### src/hw/rtl/wavhp_pkg.sv
// Types, codes and helpers for the WAV RIFF header parser.
`default_nettype none

package wavhp_pkg;

  typedef enum logic [3:0] {
    PH_RIFF_ID   = 4'd0,
    PH_RIFF_SIZE = 4'd1,
    PH_WAVE      = 4'd2,
    PH_CHUNK_HDR = 4'd3,
    PH_FMT_BODY  = 4'd4,
    PH_SKIP_BODY = 4'd5,
    PH_PAD       = 4'd6,
    PH_AUDIO     = 4'd7,
    PH_END       = 4'd8
  } phase_t;

  typedef enum logic [2:0] {
    ST_PARSING   = 3'd0,
    ST_HDR_DONE  = 3'd1,
    ST_AUDIO     = 3'd2,
    ST_BAD_RIFF  = 3'd3,
    ST_BAD_WAVE  = 3'd4,
    ST_TRUNCATED = 3'd5,
    ST_TRAILING  = 3'd6
  } status_t;

  localparam logic [31:0] TAG_RIFF = 32'h5249_4646;
  localparam logic [31:0] TAG_WAVE = 32'h5741_5645;
  localparam logic [31:0] TAG_DATA = 32'h4441_5441;
  localparam logic [23:0] TAG_FMT3 = 24'h46_4D54;

  localparam int OUT_DATA_W = 200;

  // ASCII a-z folded to A-Z
  function automatic logic [7:0] upcase(input logic [7:0] b);
    logic [7:0] r;
    r = b;
    if (b >= 8'h61 && b <= 8'h7A) begin
      r = b - 8'h20;
    end
    return r;
  endfunction

endpackage

`default_nettype wire

### src/hw/rtl/wav_riff_header_parser.sv
// WAV RIFF header parser: byte stream in, status plus format fields out.
// An accepted byte's state update and result word, held in the output register, are
// one registered pass. Throughput: one byte per cycle while in_tready is high.
// in_tready drops only while a result word is held and out_tready is low.
// Reset (rst_n low, synchronous) clears the parse state, format fields and output valid.
`default_nettype none

module wav_riff_header_parser (
  input  wire logic                                clk,
  input  wire logic                                rst_n,
  // input stream
  input  wire logic                                in_tvalid,
  output logic                                     in_tready,
  input  wire logic [7:0]                          in_tdata,   // [7:0] in_byte
  input  wire logic [0:0]                          in_tuser,   // [0] first_byte
  input  wire logic                                in_tlast,   // last_byte
  // result stream
  output logic                                     out_tvalid,
  input  wire logic                                out_tready,
  // [7:0] audio_byte, [23:8] format_code, [39:24] channel_count,
  // [71:40] sample_rate, [103:72] byte_rate, [119:104] frame_align,
  // [135:120] sample_bits, [167:136] data_length, [199:168] data_start
  output logic [wavhp_pkg::OUT_DATA_W-1:0]         out_tdata,
  output logic [2:0]                               out_tuser,  // [2:0] status
  output logic                                     out_tlast   // audio_last
);

  // --------------------------------------------------------------------------
  // Parse state
  // --------------------------------------------------------------------------
  wavhp_pkg::phase_t phase_r, phase_nxt;
  logic [31:0] field_cnt_r,  field_cnt_nxt;   // byte index inside the current field/body
  logic [31:0] chunk_tag_r,  chunk_tag_nxt;   // upcased id bytes, first byte highest
  logic [31:0] chunk_len_r,  chunk_len_nxt;   // little-endian chunk size
  logic [31:0] file_pos_r,   file_pos_nxt;    // offset of the next byte in the file
  logic [15:0] fmt_code_r,   fmt_code_nxt;
  logic [15:0] channels_r,   channels_nxt;
  logic [31:0] rate_r,       rate_nxt;
  logic [31:0] byte_rate_r,  byte_rate_nxt;
  logic [15:0] align_r,      align_nxt;
  logic [15:0] bits_r,       bits_nxt;
  logic [31:0] data_len_r,   data_len_nxt;
  logic [31:0] data_rem_r,   data_rem_nxt;    // audio bytes still to come
  logic [31:0] data_start_r, data_start_nxt;

  // Output register
  logic                              out_valid_r, out_valid_nxt;
  logic [wavhp_pkg::OUT_DATA_W-1:0]  out_data_r;
  logic [2:0]                        out_user_r;
  logic                              out_last_r;

  // Per-byte result
  wavhp_pkg::status_t status;
  logic [7:0]         audio_byte;
  logic               audio_last;
  logic               accept;

  // The output register takes a new word whenever it is empty or being drained.
  assign in_tready = !out_valid_r || out_tready;
  assign accept    = in_tvalid && in_tready;

  // --------------------------------------------------------------------------
  // Next state and result for one byte
  // --------------------------------------------------------------------------
  always_comb begin
    wavhp_pkg::phase_t ph;
    logic [31:0] fc_base;
    logic [31:0] len_base;
    logic [31:0] pos;
    logic [7:0]  b;
    logic [7:0]  ub;

    b  = in_tdata;
    ub = wavhp_pkg::upcase(in_tdata);

    // first_byte restarts from the reset state before this byte is handled
    if (in_tuser[0]) begin
      ph             = wavhp_pkg::PH_RIFF_ID;
      field_cnt_nxt  = '0;
      chunk_tag_nxt  = '0;
      chunk_len_nxt  = '0;
      pos            = '0;
      fmt_code_nxt   = '0;
      channels_nxt   = '0;
      rate_nxt       = '0;
      byte_rate_nxt  = '0;
      align_nxt      = '0;
      bits_nxt       = '0;
      data_len_nxt   = '0;
      data_rem_nxt   = '0;
      data_start_nxt = '0;
    end else begin
      ph             = phase_r;
      field_cnt_nxt  = field_cnt_r;
      chunk_tag_nxt  = chunk_tag_r;
      chunk_len_nxt  = chunk_len_r;
      pos            = file_pos_r;
      fmt_code_nxt   = fmt_code_r;
      channels_nxt   = channels_r;
      rate_nxt       = rate_r;
      byte_rate_nxt  = byte_rate_r;
      align_nxt      = align_r;
      bits_nxt       = bits_r;
      data_len_nxt   = data_len_r;
      data_rem_nxt   = data_rem_r;
      data_start_nxt = data_start_r;
    end

    fc_base      = field_cnt_nxt;
    len_base     = chunk_len_nxt;
    file_pos_nxt = pos + 32'd1;
    phase_nxt    = ph;
    status       = wavhp_pkg::ST_PARSING;
    audio_byte   = '0;
    audio_last   = 1'b0;

    case (ph)
      wavhp_pkg::PH_RIFF_ID,
      wavhp_pkg::PH_WAVE: begin
        chunk_tag_nxt = {chunk_tag_nxt[23:0], ub};
        field_cnt_nxt = fc_base + 32'd1;
        if (field_cnt_nxt >= 32'd4) begin
          field_cnt_nxt = '0;
          if (ph == wavhp_pkg::PH_RIFF_ID) begin
            if (chunk_tag_nxt != wavhp_pkg::TAG_RIFF) begin
              status    = wavhp_pkg::ST_BAD_RIFF;
              phase_nxt = wavhp_pkg::PH_END;
            end else begin
              phase_nxt = wavhp_pkg::PH_RIFF_SIZE;
            end
          end else begin
            if (chunk_tag_nxt != wavhp_pkg::TAG_WAVE) begin
              status    = wavhp_pkg::ST_BAD_WAVE;
              phase_nxt = wavhp_pkg::PH_END;
            end else begin
              phase_nxt = wavhp_pkg::PH_CHUNK_HDR;
            end
          end
          chunk_tag_nxt = '0;
        end
      end

      wavhp_pkg::PH_RIFF_SIZE: begin
        field_cnt_nxt = fc_base + 32'd1;
        if (field_cnt_nxt >= 32'd4) begin
          field_cnt_nxt = '0;
          phase_nxt     = wavhp_pkg::PH_WAVE;
        end
      end

      wavhp_pkg::PH_CHUNK_HDR: begin
        if (fc_base < 32'd4) begin
          // id bytes; a fresh header clears id and size
          if (fc_base == 32'd0) begin
            chunk_tag_nxt = {24'd0, ub};
            chunk_len_nxt = '0;
          end else begin
            chunk_tag_nxt = {chunk_tag_nxt[23:0], ub};
          end
          field_cnt_nxt = fc_base + 32'd1;
        end else begin
          // size bytes, least significant first
          chunk_len_nxt[{fc_base[1:0], 3'b000} +: 8] = b;
          field_cnt_nxt = fc_base + 32'd1;
          if (field_cnt_nxt >= 32'd8) begin
            field_cnt_nxt = '0;
            if (chunk_tag_nxt[31:8] == wavhp_pkg::TAG_FMT3) begin
              fmt_code_nxt  = '0;
              channels_nxt  = '0;
              rate_nxt      = '0;
              byte_rate_nxt = '0;
              align_nxt     = '0;
              bits_nxt      = '0;
              phase_nxt     = (chunk_len_nxt == 32'd0) ? wavhp_pkg::PH_CHUNK_HDR
                                                       : wavhp_pkg::PH_FMT_BODY;
            end else if (chunk_tag_nxt == wavhp_pkg::TAG_DATA) begin
              status         = wavhp_pkg::ST_HDR_DONE;
              data_len_nxt   = chunk_len_nxt;
              data_rem_nxt   = chunk_len_nxt;
              data_start_nxt = file_pos_nxt;
              phase_nxt      = (chunk_len_nxt == 32'd0) ? wavhp_pkg::PH_END
                                                        : wavhp_pkg::PH_AUDIO;
            end else begin
              phase_nxt     = (chunk_len_nxt == 32'd0) ? wavhp_pkg::PH_CHUNK_HDR
                                                       : wavhp_pkg::PH_SKIP_BODY;
            end
          end
        end
      end

      wavhp_pkg::PH_FMT_BODY,
      wavhp_pkg::PH_SKIP_BODY: begin
        // fields were cleared at the fmt header, so each body byte lands in its lane
        if (ph == wavhp_pkg::PH_FMT_BODY && fc_base[31:4] == 28'd0) begin
          case (fc_base[3:0])
            4'd0:    fmt_code_nxt[7:0]    = b;
            4'd1:    fmt_code_nxt[15:8]   = b;
            4'd2:    channels_nxt[7:0]    = b;
            4'd3:    channels_nxt[15:8]   = b;
            4'd4:    rate_nxt[7:0]        = b;
            4'd5:    rate_nxt[15:8]       = b;
            4'd6:    rate_nxt[23:16]      = b;
            4'd7:    rate_nxt[31:24]      = b;
            4'd8:    byte_rate_nxt[7:0]   = b;
            4'd9:    byte_rate_nxt[15:8]  = b;
            4'd10:   byte_rate_nxt[23:16] = b;
            4'd11:   byte_rate_nxt[31:24] = b;
            4'd12:   align_nxt[7:0]       = b;
            4'd13:   align_nxt[15:8]      = b;
            4'd14:   bits_nxt[7:0]        = b;
            4'd15:   bits_nxt[15:8]       = b;
            default: fmt_code_nxt         = fmt_code_nxt;
          endcase
        end
        field_cnt_nxt = fc_base + 32'd1;
        if (field_cnt_nxt == len_base) begin
          field_cnt_nxt = '0;
          // odd-sized chunks carry one pad byte
          phase_nxt     = len_base[0] ? wavhp_pkg::PH_PAD : wavhp_pkg::PH_CHUNK_HDR;
        end
      end

      wavhp_pkg::PH_PAD: begin
        field_cnt_nxt = '0;
        phase_nxt     = wavhp_pkg::PH_CHUNK_HDR;
      end

      wavhp_pkg::PH_AUDIO: begin
        status       = wavhp_pkg::ST_AUDIO;
        audio_byte   = b;
        data_rem_nxt = data_rem_nxt - 32'd1;
        if (data_rem_nxt == 32'd0) begin
          audio_last = 1'b1;
          phase_nxt  = wavhp_pkg::PH_END;
        end
      end

      default: begin
        status    = wavhp_pkg::ST_TRAILING;
        phase_nxt = wavhp_pkg::PH_END;
      end
    endcase

    // stream end: header never finished means truncated
    if (in_tlast) begin
      if (status == wavhp_pkg::ST_PARSING) begin
        status = wavhp_pkg::ST_TRUNCATED;
      end
      phase_nxt = wavhp_pkg::PH_END;
    end
  end

  always_comb begin
    out_valid_nxt = out_valid_r;
    if (accept) begin
      out_valid_nxt = 1'b1;
    end else if (out_tready) begin
      out_valid_nxt = 1'b0;
    end
  end

  // --------------------------------------------------------------------------
  // Registers
  // --------------------------------------------------------------------------
  always_ff @(posedge clk) begin
    if (!rst_n) begin
      phase_r      <= wavhp_pkg::PH_RIFF_ID;
      field_cnt_r  <= '0;
      chunk_tag_r  <= '0;
      chunk_len_r  <= '0;
      file_pos_r   <= '0;
      fmt_code_r   <= '0;
      channels_r   <= '0;
      rate_r       <= '0;
      byte_rate_r  <= '0;
      align_r      <= '0;
      bits_r       <= '0;
      data_len_r   <= '0;
      data_rem_r   <= '0;
      data_start_r <= '0;
    end else if (accept) begin
      phase_r      <= phase_nxt;
      field_cnt_r  <= field_cnt_nxt;
      chunk_tag_r  <= chunk_tag_nxt;
      chunk_len_r  <= chunk_len_nxt;
      file_pos_r   <= file_pos_nxt;
      fmt_code_r   <= fmt_code_nxt;
      channels_r   <= channels_nxt;
      rate_r       <= rate_nxt;
      byte_rate_r  <= byte_rate_nxt;
      align_r      <= align_nxt;
      bits_r       <= bits_nxt;
      data_len_r   <= data_len_nxt;
      data_rem_r   <= data_rem_nxt;
      data_start_r <= data_start_nxt;
    end
  end

  always_ff @(posedge clk) begin
    if (!rst_n) begin
      out_valid_r <= 1'b0;
    end else begin
      out_valid_r <= out_valid_nxt;
    end
  end

  // result payload: no reset needed, qualified by out_valid_r
  always_ff @(posedge clk) begin
    if (accept) begin
      out_data_r <= {data_start_nxt, data_len_nxt, bits_nxt, align_nxt,
                     byte_rate_nxt, rate_nxt, channels_nxt, fmt_code_nxt, audio_byte};
      out_user_r <= status;
      out_last_r <= audio_last;
    end
  end

  assign out_tvalid = out_valid_r;
  assign out_tdata  = out_data_r;
  assign out_tuser  = out_user_r;
  assign out_tlast  = out_last_r;

endmodule

`default_nettype wire

### config.mk
export PLATFORM = sky130hd
export DESIGN_NAME = wav_riff_header_parser
export DESIGN_NICKNAME = d
export VERILOG_FILES = /design/src/hw/rtl/wavhp_pkg.sv /design/src/hw/rtl/wav_riff_header_parser.sv
export SDC_FILE = /design/constraint.sdc
export NUM_CORES = 1
export LEC_CHECK = 0
export ABC_AREA = 0
export BUFFER_PORTS_ARGS = -buffer_cell sky130_fd_sc_hd__buf_2
export CORE_ASPECT_RATIO = 0.5
export CORE_UTILIZATION = 38
export CTS_CLUSTER_DIAMETER = 120
export CTS_CLUSTER_SIZE = 40
export DETAILED_ROUTE_END_ITERATION = 10
export SYNTH_ARGS = -nofsm -noshare
export SYNTH_HDL_FRONTEND = slang
export SYNTH_SLANG_ARGS = --single-unit
### constraint.sdc
create_clock -name clk -period 22.4 [get_ports clk]
set_input_delay 3.36 -clock clk [delete_from_list [all_inputs] [get_ports clk]]
set_output_delay 3.36 -clock clk [all_outputs]
set_load 0.02 [all_outputs]
==> After elaboration in Yosys (flattened, before gate mapping) <==
Index checks and enable logic that the tools add are counted.
{ "word_totals": {"register_bits": 561, "out_inout_bits": 206, "latch_bits": 0, "inputBits": 14, "mem_bits_rw": 0, "elab_cells": 195, "rom_bits": 0, "memories": 0} }
{ "op_classes": {"bitwise": 0, "div": 0, "order_cmp": 5, "mul": 0, "eq_ne": 27, "n_reduce_logical": 17, "mux": 120, "add_sub_neg": 5, "shifts": 2} }
{ "op_table": {"columns": ["operator", "n"], "rows": [
  ["$mux 32", 41],
  ["$mux 16", 20],
  ["$pmux 32 s2", 4],
  ["$mux 8", 17],
  ["$pmux 16 s2", 4],
  ["$pmux 32 s4", 1],
  ["$logic_not 32->1", 3],
  ["$add 32x1->32 const B", 2],
  ["$ne 32x31->1 const B", 2],
  ["$mux 4", 14],
  ["$bwmux 32", 1],
  ["$eq 32x31->1 const B", 1],
  ["$eq 32x32->1", 1],
  ["$eq 4x3->1 const B", 8],
  ["$eq 4x4->1 const B", 8],
  ["$ge 32x3->1 const B", 1],
  ["$ge 32x4->1 const B", 1],
  ["$lt 32x3->1 const B", 1],
  ["$shift 8x7->32 const A", 1],
  ["$shiftx 8x7->32", 1],
  ["$sub 32x1->32 const B", 1],
  ["$logic_not 28->1", 1],
  ["$eq 24x23->1 const B", 1],
  ["$mux 3", 8],
  ["19 further kinds", 33]
]} }

==> Longest topological paths before layout <==
{ "depth": {"word_depth": 12, "ltp_mapped": 26, "ltp_nobuf": 16} }

==> Least setup slack after synthesis <==
No wires, ideal clock.
{ "synth_path": {"path_type": "input to register", "startpoint": "input out_tready", "endpoint": "register out_data_r (netlist bit out_tdata[0]) (enable)", "path_buffers": 4, "cell_stages": 7, "t_required_ns": 21.752, "arrival_time_ns": 10.457, "path_slack_ns": 11.295, "setup_time_ns": 0.648, "cell_sequence": "nand2b_1 > nand2_1 > inv_1 > clkbuf_1 > clkbuf_1 > clkbuf_1 > clkbuf_1"} }
{ "synth_between": {"elab_chain_len": 2} }
{ "synth_lines": {"columns": ["item", "line_no", "source"], "rows": [
  ["from (decl)", "wav_riff_header_parser.sv:19", "input wire logic out_tready,"],
  ["$logic_or 1x1->1", "wav_riff_header_parser.sv:59", "assign in_tready = !out_valid_r || out_tready;"],
  ["$logic_and 1x1->1", "wav_riff_header_parser.sv:60", "assign accept = in_tvalid && in_tready;"],
  ["net accept", "wav_riff_header_parser.sv:56", "logic accept;"],
  ["to (signal assigned)", "wav_riff_header_parser.sv:310", "out_data_r <= {data_start_nxt, data_len_nxt, bits_nxt, align_nxt,"],
  ["to (decl)", "wav_riff_header_parser.sv:48", "logic [wavhp_pkg::OUT_DATA_W-1:0] out_data_r;"]
]} }
The timed path passes the listed nets, and every way through them passes these cells.
A chain may end at the register's enable or synchronous reset.

==> Worst setup path after layout <==
{ "layout_path": {"startpoint": "input in_tuser", "endpoint": "register out_data_r (netlist bit out_tdata[124]), data pin"} }
{ "layout_between": {"elab_chain_len": 6, "elab_cells_between_ends": 21, "cone_classes": "add/sub (1); order compare (2); eq/ne (5); mux (10); reduce/logical (3)"} }
{ "layout_lines": {"columns": ["item", "line_no", "source"], "rows": [
  ["from (decl)", "wav_riff_header_parser.sv:15", "input wire logic [0:0] in_tuser,"],
  ["$mux 32", "wav_riff_header_parser.sv:77", "if (in_tuser[0]) begin"],
  ["$add 32x1->32 or $eq 24x23->1 (tied branches)", "wav_riff_header_parser.sv:164, wav_riff_header_parser.sv:167", null],
  ["$ge 32x4->1 or $mux 16 (tied branches)", "wav_riff_header_parser.sv:165, wav_riff_header_parser.sv:167", null],
  ["$mux 16", "wav_riff_header_parser.sv:165", "if (field_cnt_nxt >= 32'd8) begin"],
  ["$mux 16", "wav_riff_header_parser.sv:152", "if (fc_base < 32'd4) begin"],
  ["$pmux 16 s2 (*)", "wav_riff_header_parser.sv:117", "case (ph)"],
  ["net bits_nxt[4]", "wav_riff_header_parser.sv:41", "logic [15:0] bits_r, bits_nxt;"]
]} }
The timed path passes the listed nets; every way through them passes the cells marked *.

==> impl_metrics.yaml <==
floorplan:
  die_x_microns: 384
  std_cell_rows: 69
  chipHeight_microns: 193
  ios: 220
  dieArea_sq_um: 74200
  core_sq_um: 71600
  start_util: 0.388
min_path:
  min_to: "data_start_r[9]"
  hold_depth: 2
  hp-class: "reg2reg"
  min_from: "data_start_r[9]"
yosys:
  synth_top_area_cell: "dfxtp_1"
  syn_inst: 3019
  ys_ff_latch: 561
  synth_cell_types: 105
  yosysSeqAreaShare: 0.478
  ys_warn_count: 0
  yosysTopAreaCellShare: 0.258
  syn_nets: 3046
  syn_area_sq_um: 27700
  synthArstFlopShare: 0
  synth-edff-count: 204
  synth.most_common_cell: "nand2_1"
  ys_top_cells_by_count: "nand2_1 (376), dfxtp_1 (357), nor2_1 (224), edfxtp_1 (204), clkbuf_1 (192)"
  synth_top_flop_cell: "dfxtp_1"
  ys_top_cells_by_area: "dfxtp_1 (26%), edfxtp_1 (22%), nand2_1 (5.1%), o2bb2ai_1 (3.9%), o22ai_1 (3.4%)"
  syn_area_per_cell_sq_um: 9.19
critical_path:
  path_class: "in2reg"
  end_kind: "register"
  rr_worst_depth: 15
  startpoint_type: "input pin"
  r2r_start: "field_cnt_r[0]"
  arrival_ns: 8.97
  crit_fanout: 85
  r2r-end: "out_tdata[124]"
  cp.required_ns: 22.76
  rrSetupSlack_ns: 16.54
sta:
  worst_slew_pin_slew_ns: 1.18
  finalCritPeriodShare: 0.384
  maxSlewViolCount: 0
  setup_violations: 0
  final.min_clock_period_ns: 8.61
  clock_skew_ns: 0.0554
  hold_viol_final: 0
  max-slew-margin-rel: 0.211
  fin_setup_tns_ns: 0
  clock.fmax_ghz: 0.116
  fin_ws_ns: 13.79
  rsz0062_at_grt: "false"
clocking:
  cts_sinks: 561
  root_buffer: "clkbuf_16"
  htree_num_levels: 1
  clock_latency_ns: 0.64
  clk_pin_slew_ns: 0.16
  postCtsSetupBuffers: 0
  cts_tree: "yes"
  clock_path_buffers: 3
  cts-hold-fix-buffers: 0
  cts_made_buffers: 18
  ctsResizeCount: 0
power:
  p_leak_uw: 0.0104
  combPwrFrac: 0.093
  seqPwrFrac: 0.624
  power_density_nw_per_um2: 58.7
  power.total_uw: 1750
  internal_power_uw: 1280
  p_switching_uw: 473
  p_sw_frac: 0.270
  p_clk_frac: 0.284
  ir_drop_mv: 0.0485
route:
  first_iter_violations: 3222
  via_per_inst: 6.10
  ant_nets: 0
  wl_per_cell_microns: 23.7
  drc: 0
  num_vias: 24437
  firstDrtPassIters: 7
  wl_mm: 95.0
cells_and_area:
  nets: 3058
  syn2layout_area_growth_pct: 7.58
  fillers: 7072
  drive_gt1_frac: 0.118
  final_area_sq_um: 29800
  final_cells: 4006
placement:
  dp_hpwl_mm: 62.8
  placed_cells: 3969
  post_dp_cell_area_sq_um: 29300
  dp_slack_ns: 13.17
  io_buffers: 219
  gp_congestion: 0.987
grt:
  grt_pass1_vias: 21800
  grt_start_max_net_pins: 129
  grt_pass1_wl_mm: 141
  track_usage: 0.246
  gr-total-overflow: 0
  antenna_found_initial: 5
flow_run:
  drv_cap: 0
status:
  outcome: "complete, no violations"
cells by family after synthesis:
group	share of synthesized area
flops	0.478
compound gates	0.233
simple gates	0.198
mux	0.00636
buf+inv	0.0479
fa+ha+maj	0.00586
xor+xnor	0.0310
sequential cells by signal, indices dropped and copies added (netlist names), 16 cells and up:
| register | count |
|---|---|
| channels_r | 16 |
| rate_r | 32 |
| file_pos_r | 32 |
| data_rem_r | 32 |
| fmt_code_r | 16 |
| chunk_len_r | 32 |
| byte_rate_r | 32 |
| out_tdata | 200 |
| bits_r | 16 |
| field_cnt_r | 32 |
| data_start_r | 32 |
| chunk_tag_r | 32 |
| data_len_r | 32 |
| align_r | 16 |
worst max-delay path: stages:
cell	delay, ns
buf_6	0.22
inv_2	0.29
nand2_1	0.19
inv_1	0.15
ha_1	0.61
nand4_2	0.38
nor3_1	0.61
nand3_1	0.28
xor2_1	0.23
a41o_1	0.30
nand3_2	0.19
o21ai_2	0.07
buf_4	0.23
o31ai_4	0.22
buf_4	0.51
buf_4	0.80
o21ai_0	0.20
worst max path at each step:
stage / startpoint / depth (start not counted) / to / slack [ns]
floorplan: out_tready / 7 / out_tdata[0] / 11.30
global placement: in_tuser / 17 / out_tdata[124] / 13.32
detailed placement: in_tuser / 17 / out_tdata[124] / 13.17
CTS: in_tuser / 17 / out_tdata[124] / 13.83
global route: in_tuser / 17 / out_tdata[124] / 13.32
finish: in_tuser / 17 / out_tdata[124] / 13.79
power groups by stage:
stage                     registers [uW]  clock network, uW  logic, uW
after floorplan                     1140                  0       79.4
after global placement              1120                  0        160
after detailed placement            1120                  0        161
after CTS                           1090                510        161
after global routing                1100                542        173
final                               1090                497        162
final cells by class:
cell class | count | area, sq um | area share
inverter | 53 | 208 | 0.00696
sequential | 561 | 13300 | 0.445
tap | 958 | 1200 | 0.0402
antenna | 5 | 12.5 | 0.000419
clock inverter | 4 | 61.3 | 0.00205
multi-input combinational | 2138 | 13200 | 0.442
timing repair buffer | 259 | 1400 | 0.0470
clock buffer | 28 | 488 | 0.0163
metrics by stage:
step,utilization,hold WS [ns]
after floorplan,-,0.415
after global placement,0.409,0.429
after detailed placement,0.409,0.434
after CTS,0.417,0.452
after global routing,0.417,0.489
final,0.417,0.452
cell usage in the layout, fill, tap and decap left out, types with 98 or more instances in the layout:
| cell | count |
|---|---|
| a21oi_1 | 112 |
| buf_2 | 218 |
| dfxtp_1 | 357 |
| edfxtp_1 | 204 |
| nand2_1 | 375 |
| nand3_1 | 98 |
| nor2_1 | 222 |
| o21ai_0 | 160 |
| o22ai_1 | 150 |
| o2bb2ai_1 | 124 |
routing by layer:
metal  routed length [microns]  vias up  global-route usage  share of wire
li1                          -    11301                   -              -
met1                     42500    11979               0.350           0.45
met2                     43000     1027               0.390           0.45
met3                      7110      130              0.0354          0.075
met4                      2460        0              0.0651          0.026
met5                         0        -                   0              0
Note: power is estimated with default switching activity, not from simulation.
